### src/hdl/iirdf2_pkg.sv
// Package for the direct form II fixed-point IIR filter.
// Holds function codes, fixed-point shift constants and controller types.
// No dependencies.
`timescale 1ns / 1ps
`default_nettype none

package iirdf2_pkg;

  localparam int unsigned TapsDef  = 11;  // coefficients per side
  localparam int unsigned InShift  = 11;  // input sample scaling
  localparam int unsigned WShift   = 12;  // intermediate value scaling
  localparam int unsigned NumShift = 10;  // intermediate scaling for output taps
  localparam int unsigned OutShift = 8;   // output sum scaling
  localparam int unsigned WWidth   = 20;  // stored intermediate width

  typedef enum logic [1:0] {
    FUNC_FILTER   = 2'd0,
    FUNC_LOAD_NUM = 2'd1,
    FUNC_LOAD_DEN = 2'd2
  } func_e;

  typedef enum logic [2:0] {
    S_IDLE,
    S_FB,
    S_FB_DRAIN,
    S_WRITE,
    S_NUM,
    S_NUM_DRAIN,
    S_OUT
  } state_e;

  typedef struct packed {
    logic start;      // filter sample transfer: capture sample, set up feedback pass
    logic load_coef;  // coefficient load transfer
    logic mac_fb;     // issue one feedback multiply
    logic mac_num;    // issue one output multiply
    logic write_w;    // store intermediate value, set up output pass
    logic load_out;   // load output register
  } cmd_t;

  typedef struct packed {
    logic last_tap;
  } status_t;

endpackage

`default_nettype wire

### src/hdl/iirdf2_ctrl.sv
// Controller state machine for the direct form II IIR filter.
// Sequences the feedback and output passes; owns the handshakes. Uses iirdf2_pkg.
`timescale 1ns / 1ps
`default_nettype none

module iirdf2_ctrl import iirdf2_pkg::*; (
  input  wire logic       clk_i,
  input  wire logic       rst_ni,
  input  wire logic       in_valid_i,
  output logic            in_ready_o,
  input  wire logic [1:0] func_i,
  output logic            out_valid_o,
  input  wire logic       out_ready_i,
  input  wire status_t    status_i,
  output cmd_t            cmd_o
);

  state_e state_q, state_d;
  logic   out_valid_q, out_valid_d;
  logic   in_fire;
  logic   out_free;

  assign in_ready_o  = (state_q == S_IDLE);
  assign in_fire     = in_valid_i && in_ready_o;
  assign out_free    = !out_valid_q || out_ready_i;
  assign out_valid_o = out_valid_q;

  always_comb begin
    state_d = state_q;
    case (state_q)
      S_IDLE: begin
        if (in_fire && (func_i == FUNC_FILTER)) state_d = S_FB;
      end
      S_FB: begin
        if (status_i.last_tap) state_d = S_FB_DRAIN;
      end
      S_FB_DRAIN:  state_d = S_WRITE;
      S_WRITE:     state_d = S_NUM;
      S_NUM: begin
        if (status_i.last_tap) state_d = S_NUM_DRAIN;
      end
      S_NUM_DRAIN: state_d = S_OUT;
      S_OUT: begin
        if (out_free) state_d = S_IDLE;
      end
      default:     state_d = S_IDLE;
    endcase
  end

  always_comb begin
    cmd_o       = '0;
    out_valid_d = out_valid_q && !out_ready_i;
    case (state_q)
      S_IDLE: begin
        cmd_o.start     = in_fire && (func_i == FUNC_FILTER);
        cmd_o.load_coef = in_fire && (func_i inside {FUNC_LOAD_NUM, FUNC_LOAD_DEN});
      end
      S_FB:    cmd_o.mac_fb  = 1'b1;
      S_WRITE: cmd_o.write_w = 1'b1;
      S_NUM:   cmd_o.mac_num = 1'b1;
      S_OUT: begin
        if (out_free) begin
          cmd_o.load_out = 1'b1;
          out_valid_d    = 1'b1;
        end
      end
      default: cmd_o = '0;
    endcase
  end

  always_ff @(posedge clk_i or negedge rst_ni) begin
    if (!rst_ni) begin
      state_q     <= S_IDLE;
      out_valid_q <= 1'b0;
    end else begin
      state_q     <= state_d;
      out_valid_q <= out_valid_d;
    end
  end

endmodule

`default_nettype wire

### src/hdl/iirdf2_datapath.sv
// Datapath for the direct form II IIR filter: coefficient tables, intermediate
// ring, one shared multiplier and a 32-bit accumulator. Uses iirdf2_pkg.
`timescale 1ns / 1ps
`default_nettype none

module iirdf2_datapath import iirdf2_pkg::*; #(
  parameter int unsigned TAPS = TapsDef
) (
  input  wire logic               clk_i,
  input  wire logic               rst_ni,
  input  wire logic [1:0]         func_i,
  input  wire logic signed [15:0] sample_in_i,
  input  wire logic [3:0]         coef_index_i,
  input  wire logic signed [31:0] coef_value_i,
  input  wire cmd_t               cmd_i,
  output status_t                 status_o,
  output logic signed [15:0]      sample_out_o
);

  localparam int unsigned KW = $clog2(TAPS);
  localparam logic [KW-1:0] LastIdx = KW'(TAPS - 1);

  logic signed [31:0]       num_q  [TAPS];
  logic signed [31:0]       den_q  [TAPS];
  logic signed [WWidth-1:0] ring_q [TAPS];

  logic [KW-1:0]      pos_q, k_q, rp_q;
  logic signed [15:0] sample_q;
  logic signed [31:0] acc_q, prod_q;
  logic               pv_q;
  logic signed [15:0] out_q;

  logic [KW-1:0]            coef_idx;
  logic                     coef_ok;
  logic signed [31:0]       coef_op;
  logic signed [WWidth-1:0] w_rd, w_op;
  logic signed [51:0]       prod_full;
  logic signed [31:0]       scaled, diff;
  logic signed [WWidth-1:0] w_new;
  logic [KW-1:0]            pos_prev, rp_prev, pos_next;

  assign coef_idx = KW'(coef_index_i);
  assign coef_ok  = (32'(coef_index_i) < TAPS);

  assign w_rd      = ring_q[rp_q];
  assign w_op      = cmd_i.mac_fb ? w_rd : (w_rd >>> NumShift);
  assign coef_op   = cmd_i.mac_fb ? den_q[k_q] : num_q[k_q];
  assign prod_full = coef_op * w_op;

  assign scaled = {{(32 - 16 - InShift){sample_q[15]}}, sample_q, {InShift{1'b0}}};
  assign diff   = scaled - acc_q;
  assign w_new  = diff[31 -: WWidth];  // arithmetic shift right by WShift

  assign pos_prev = (pos_q == '0) ? LastIdx : pos_q - 1'b1;
  assign rp_prev  = (rp_q == '0) ? LastIdx : rp_q - 1'b1;
  assign pos_next = (pos_q == LastIdx) ? '0 : pos_q + 1'b1;

  assign status_o.last_tap = (k_q == LastIdx);
  assign sample_out_o      = out_q;

  // coefficient tables and ring
  always_ff @(posedge clk_i or negedge rst_ni) begin
    if (!rst_ni) begin
      for (int i = 0; i < TAPS; i++) begin
        num_q[i]  <= '0;
        den_q[i]  <= '0;
        ring_q[i] <= '0;
      end
    end else begin
      if (cmd_i.load_coef && coef_ok) begin
        if (func_i == FUNC_LOAD_NUM) num_q[coef_idx] <= coef_value_i;
        else                         den_q[coef_idx] <= coef_value_i;
      end
      if (cmd_i.write_w) ring_q[pos_q] <= w_new;
    end
  end

  // sequencing pointers and accumulator
  always_ff @(posedge clk_i or negedge rst_ni) begin
    if (!rst_ni) begin
      pos_q <= '0;
      k_q   <= '0;
      rp_q  <= '0;
      pv_q  <= 1'b0;
      acc_q <= '0;
    end else begin
      pv_q <= cmd_i.mac_fb || cmd_i.mac_num;
      if (cmd_i.start) begin
        k_q   <= KW'(1);
        rp_q  <= pos_prev;
        acc_q <= '0;
      end else if (cmd_i.write_w) begin
        k_q   <= '0;
        rp_q  <= pos_q;
        pos_q <= pos_next;
        acc_q <= '0;
      end else begin
        if (cmd_i.mac_fb || cmd_i.mac_num) begin
          k_q  <= k_q + 1'b1;
          rp_q <= rp_prev;
        end
        if (pv_q) acc_q <= acc_q + prod_q;
      end
    end
  end

  always_ff @(posedge clk_i) begin
    if (cmd_i.start) sample_q <= sample_in_i;
    if (cmd_i.mac_fb || cmd_i.mac_num) prod_q <= prod_full[31:0];
    if (cmd_i.load_out) out_q <= acc_q[OutShift +: 16];
  end

endmodule

`default_nettype wire

### src/hdl/iir_direct_form_two_fixed_point.sv
// Direct form II fixed-point IIR filter, order TAPS-1, one shared multiplier.
// Input channel (in_valid_i / in_ready_o) carries func_i, sample_in_i,
// coef_index_i and coef_value_i; output channel (out_valid_o / out_ready_i)
// carries sample_out_o.
// A coefficient load transfer gives no result; an index of TAPS or above
// is dropped, as is func code 3.
// A filter transfer runs TAPS-1 feedback multiplies, one drain, one ring
// write, TAPS output multiplies and one drain through the single
// multiply-accumulate unit; the result is loaded into the output register,
// and the input accepts again in the next cycle. The input takes no new
// sample until the previous result has been loaded.
// The output register holds a finished result while the input side takes
// coefficient loads or the next sample; a stalled receiver only holds the
// next result back at its final step.
// Reset clears both coefficient tables, the intermediate ring, the ring
// position and the output valid flag.
`timescale 1ns / 1ps
`default_nettype none

module iir_direct_form_two_fixed_point import iirdf2_pkg::*; #(
  parameter int unsigned TAPS = TapsDef
) (
  input  wire logic               clk_i,
  input  wire logic               rst_ni,
  input  wire logic               in_valid_i,
  output logic                    in_ready_o,
  input  wire logic [1:0]         func_i,
  input  wire logic signed [15:0] sample_in_i,
  input  wire logic [3:0]         coef_index_i,
  input  wire logic signed [31:0] coef_value_i,
  output logic                    out_valid_o,
  input  wire logic               out_ready_i,
  output logic signed [15:0]      sample_out_o
);

  cmd_t    cmd;
  status_t status;

  iirdf2_ctrl u_ctrl (
    .clk_i       (clk_i),
    .rst_ni      (rst_ni),
    .in_valid_i  (in_valid_i),
    .in_ready_o  (in_ready_o),
    .func_i      (func_i),
    .out_valid_o (out_valid_o),
    .out_ready_i (out_ready_i),
    .status_i    (status),
    .cmd_o       (cmd)
  );

  iirdf2_datapath #(
    .TAPS (TAPS)
  ) u_datapath (
    .clk_i        (clk_i),
    .rst_ni       (rst_ni),
    .func_i       (func_i),
    .sample_in_i  (sample_in_i),
    .coef_index_i (coef_index_i),
    .coef_value_i (coef_value_i),
    .cmd_i        (cmd),
    .status_o     (status),
    .sample_out_o (sample_out_o)
  );

endmodule

`default_nettype wire
### config.mk
export PLATFORM = sky130hd
export DESIGN_NAME = iir_direct_form_two_fixed_point
export DESIGN_NICKNAME = d
export VERILOG_FILES = /design/src/hdl/iirdf2_pkg.sv /design/src/hdl/iirdf2_ctrl.sv /design/src/hdl/iirdf2_datapath.sv /design/src/hdl/iir_direct_form_two_fixed_point.sv
export SDC_FILE = /design/constraint.sdc
export NUM_CORES = 2
export LEC_CHECK = 0
export ABC_AREA = 1
export BUFFER_PORTS_ARGS = -buffer_cell sky130_fd_sc_hd__clkbuf_2
export CAP_MARGIN = 5
export CORE_UTILIZATION = 64
export CTS_CLUSTER_DIAMETER = 150
export DETAILED_ROUTE_END_ITERATION = 10
export GPL_ROUTABILITY_DRIVEN = 0
export PLACE_DENSITY = 0.81
export SLEW_MARGIN = 20
export SYNTH_ARGS = -nofsm -noshare
export SYNTH_HDL_FRONTEND = slang
export SYNTH_SLANG_ARGS = --single-unit
export TNS_END_PERCENT = 1
### constraint.sdc
create_clock -name clk_i -period 9.6 [get_ports clk_i]
set_input_delay 1.92 -clock clk_i [delete_from_list [all_inputs] [get_ports clk_i]]
set_output_delay 1.92 -clock clk_i [all_outputs]
set_load 0.005 [all_outputs]
==> impl_metrics.csv <==
group,metric,value,unit
timing,hold_viol,0,
synthesis,ys_types,55,
hold_path,min-delay-path-class,"reg -> reg",
clock_network,cts_buffer_depth,3,
synthesis,synthFlopType,"dfrtp_1",
clock_network,hold_buffers,0,
status,violations,"design-rule violations",
floorplanning,die_w,315,um
synthesis,synth_edf_count,64,
detailed_routing,drc,24,
worst_setup_path,critical_path.max_stage_delay,0.64,ns
hold_path,hp-start,"u_datapath.ring_q[49]",
floorplanning,die_area,99100,um^2
cells_and_area,final_cell_mix,"2,060 x nand2_1, 1,232 x o21ai_0, 969 x dfrtp_1",
floorplanning,fp.dieH,315,um
timing,setup-tns-final,0,ns
grt,antenna_found_initial,0,
timing,fin_crit_sh,95.2,%
detailed_routing,routed_via_density,6.16,
clock_network,htree_num_levels,3,
detailed_routing,wirelength,187000,um
detailed_routing,dr.pass1.iters,11,
clock_network,clock_sinks,1037,
timing,fin_skew,0.0358,ns
floorplanning,rows,114,
detailed_routing,avgRoutedWirePerCell,21.1,um
clock_network,clk_pin_slew_worst_paths,0.06,ns
worst_setup_path,endpoint_kind,"flop",
placement,post-dp-hpwl,115000,um
worst_setup_path,crit_top_cell,"fa_1",
worst_setup_path,critPathMaxFanout,46,
timing,min_period,9.14,ns
floorplanning,coreArea,96900,um^2
timing,finalWorstSetupSlack,0.464,ns
clock_network,clock_latency,0.75,ns
placement,port-buffer-count,75,
clock_network,post_cts_buffers,0,
grt,grt_pass1_wl,296000,um
synthesis,ys_warn_count,0,
timing,final_max_slew_viol_count,0,
synthesis,yosysSeqAreaShare,42.0,%
grt,grt.overflow.total,0,
synthesis,synth_nets,8325,
worst_setup_path,startpoint_type,"flop",
timing,slew_headroom,13.4,%
clock_network,cts.repair.resized,0,
floorplanning,start_util,64.6,%
detailed_routing,drt_iter0_markers,7099,
timing,timing.hold.ws,0.479,ns
detailed_routing,final_antenna_net_count,0,
cells_and_area,synthToLayoutAreaGrowth,6.80,%
detailed_routing,vias,54793,
timing,final-setup-viol-count,0,
cells_and_area,nets,8126,
timing,rsz0062_at_grt,"false",
clock_network,clockRootBuffer,"clkbuf_16",
grt,grt_pass1_vias,53998,
synthesis,postSynthCellCount,7742,
cells_and_area,layout-drive-gt1-share,6.03,%
grt,grt_use_total,38.5,%
synthesis,ys_async_sr_fraction,93.8,%
cells_and_area,post-route-util,69.0,%
cells_and_area,num_antenna_cells,0,
worst_setup_path,crit_arrival,9.59,ns
timing,worst_slew_pin_slew,1.29,ns
timing,fmax,0.109,GHz
synthesis,syn_area_per_cell,8.09,um^2
status,status,"finished with violations",
cells_and_area,layout_commonest_cell,"nand2_1",
worst_setup_path,worst_path_max_delay_cell,"dfrtp_4",
clock_network,cts_buffers,105,
worst_setup_path,worstPathRequired,10.06,ns
floorplanning,io_pins,76,
job,maxCapViolCount,0,
synthesis,ys_ff_latch,1037,
placement,dpl_worst_slack,0.724,ns
worst_setup_path,path_delay_family,"adder cells",
worst_setup_path,path_class,"reg -> reg",
worst_setup_path,cp-startpoint,"u_datapath.k_q[0]",
grt,grt_start_max_net_pins,184,
worst_setup_path,path_buf_inv,6,
worst_setup_path,worstReg2RegStart,"u_datapath.k_q[0]",
synthesis,syn_area,62600,um^2
clock_network,cts_tree,"done",
[tightest hold or removal path, delay by kind of cell (launching register included)]
| family | cells | cell delay, ns |
|---|---|---|
| DFF | 1 | 0.34 |
| and+or+nand+nor | 2 | 0.10 |
[layout make-up]
cell class	count	area (um^2)
Clock buffer	149	3030
Clock inverter	38	482
Fill cell	7550	30000
Inverter	869	3270
Multi-Input combinational cell	5348	30900
Sequential cell	1037	26300
Tap cell	1276	1600
Timing Repair Buffer	182	1310
[path summary, 6_finish.rpt]
check	cells after the start	slack [ns]	end
min reg2reg	2	0.48	u_datapath.ring_q[49]
min in group asynchronous	1	1.21	u_datapath.ring_q[84]
max in group asynchronous	3	6.23	u_datapath.den_q[319]
min	2	0.48	u_datapath.ring_q[49]
max reg2reg	28	0.46	u_datapath.prod_q[28]
max	28	0.46	u_datapath.prod_q[28]
[sequential cells by signal (all words and copies together) (netlist names)]
signal / flops
u_datapath.ring_q: 220
u_datapath.pv_q: 1
u_datapath.den_q: 352
u_datapath.rp_q: 4
u_datapath.prod_q: 32
u_datapath.pos_q: 4
u_datapath.k_q: 4
u_datapath.num_q: 352
u_ctrl.out_valid_o: 1
u_datapath.sample_q: 16
u_datapath.sample_out_o: 16
u_ctrl.state_q: 3
u_datapath.acc_q: 32
[per-layer routing]
metal	wire (um)	global-route usage [%]	vias up
met5	0	0	-
met2	84000	59.9	3511
li1	-	-	24194
met3	22300	9.01	819
met4	12800	23.4	0
met1	68400	49.1	26269
[cell families (layout without fill, tap and decap cells)]
| kind of cell | Yosys count | after routing | share of synthesized area (%) |
|---|---|---|---|
| XOR/XNOR | 55 | 55 | 0.769 |
| adder cells (fa/ha/maj) | 525 | 525 | 14.7 |
| flip-flops | 1037 | 1037 | 42.0 |
| buffers and inverters | 1357 | 1238 | 8.89 |
| AO/OA/AOI/OAI | 1619 | 1619 | 13.5 |
| AND/OR/NAND/NOR | 3149 | 3149 | 20.1 |
[stage by stage]
step                std cells  cell area [um^2]
finish                   8899             66900
global route             8899             66900
detailed placement       8712             63300
CTS                      8899             66800
floorplan                7742             62600
global placement         8712             63300
[synth_stat cells, types with 6 or more instances]
master	n	share of area, %
o2111ai_1	15	0.21
xnor2_1	26	0.36
o22ai_1	16	0.16
a21oi_1	187	1.5
nand3_1	303	2.4
ha_1	171	3.4
nand2_2	22	0.22
nand2_1	2082	12
nand4_1	62	0.62
fa_1	354	11
nor2_1	607	3.6
or2_0	18	0.18
dfrtp_1	973	39
a221oi_1	36	0.50
inv_2	31	0.19
xor2_1	29	0.41
buf_4	34	0.41
clkbuf_1	335	2.0
edfxtp_1	64	3.1
nand3b_1	11	0.13
o21ai_1	75	0.60
o211ai_1	12	0.14
clkinv_1	6	0.036
or2_2	8	0.080
buf_2	68	0.54
buf_6	34	0.61
inv_1	831	5.0
o21ai_0	1232	9.8
buf_1	17	0.10
a31oi_1	12	0.12
nor3_1	19	0.15
Power is left out: the tool's default activity adds up to more than one toggle a clock period on the data nets, which glitch-free logic cannot reach.
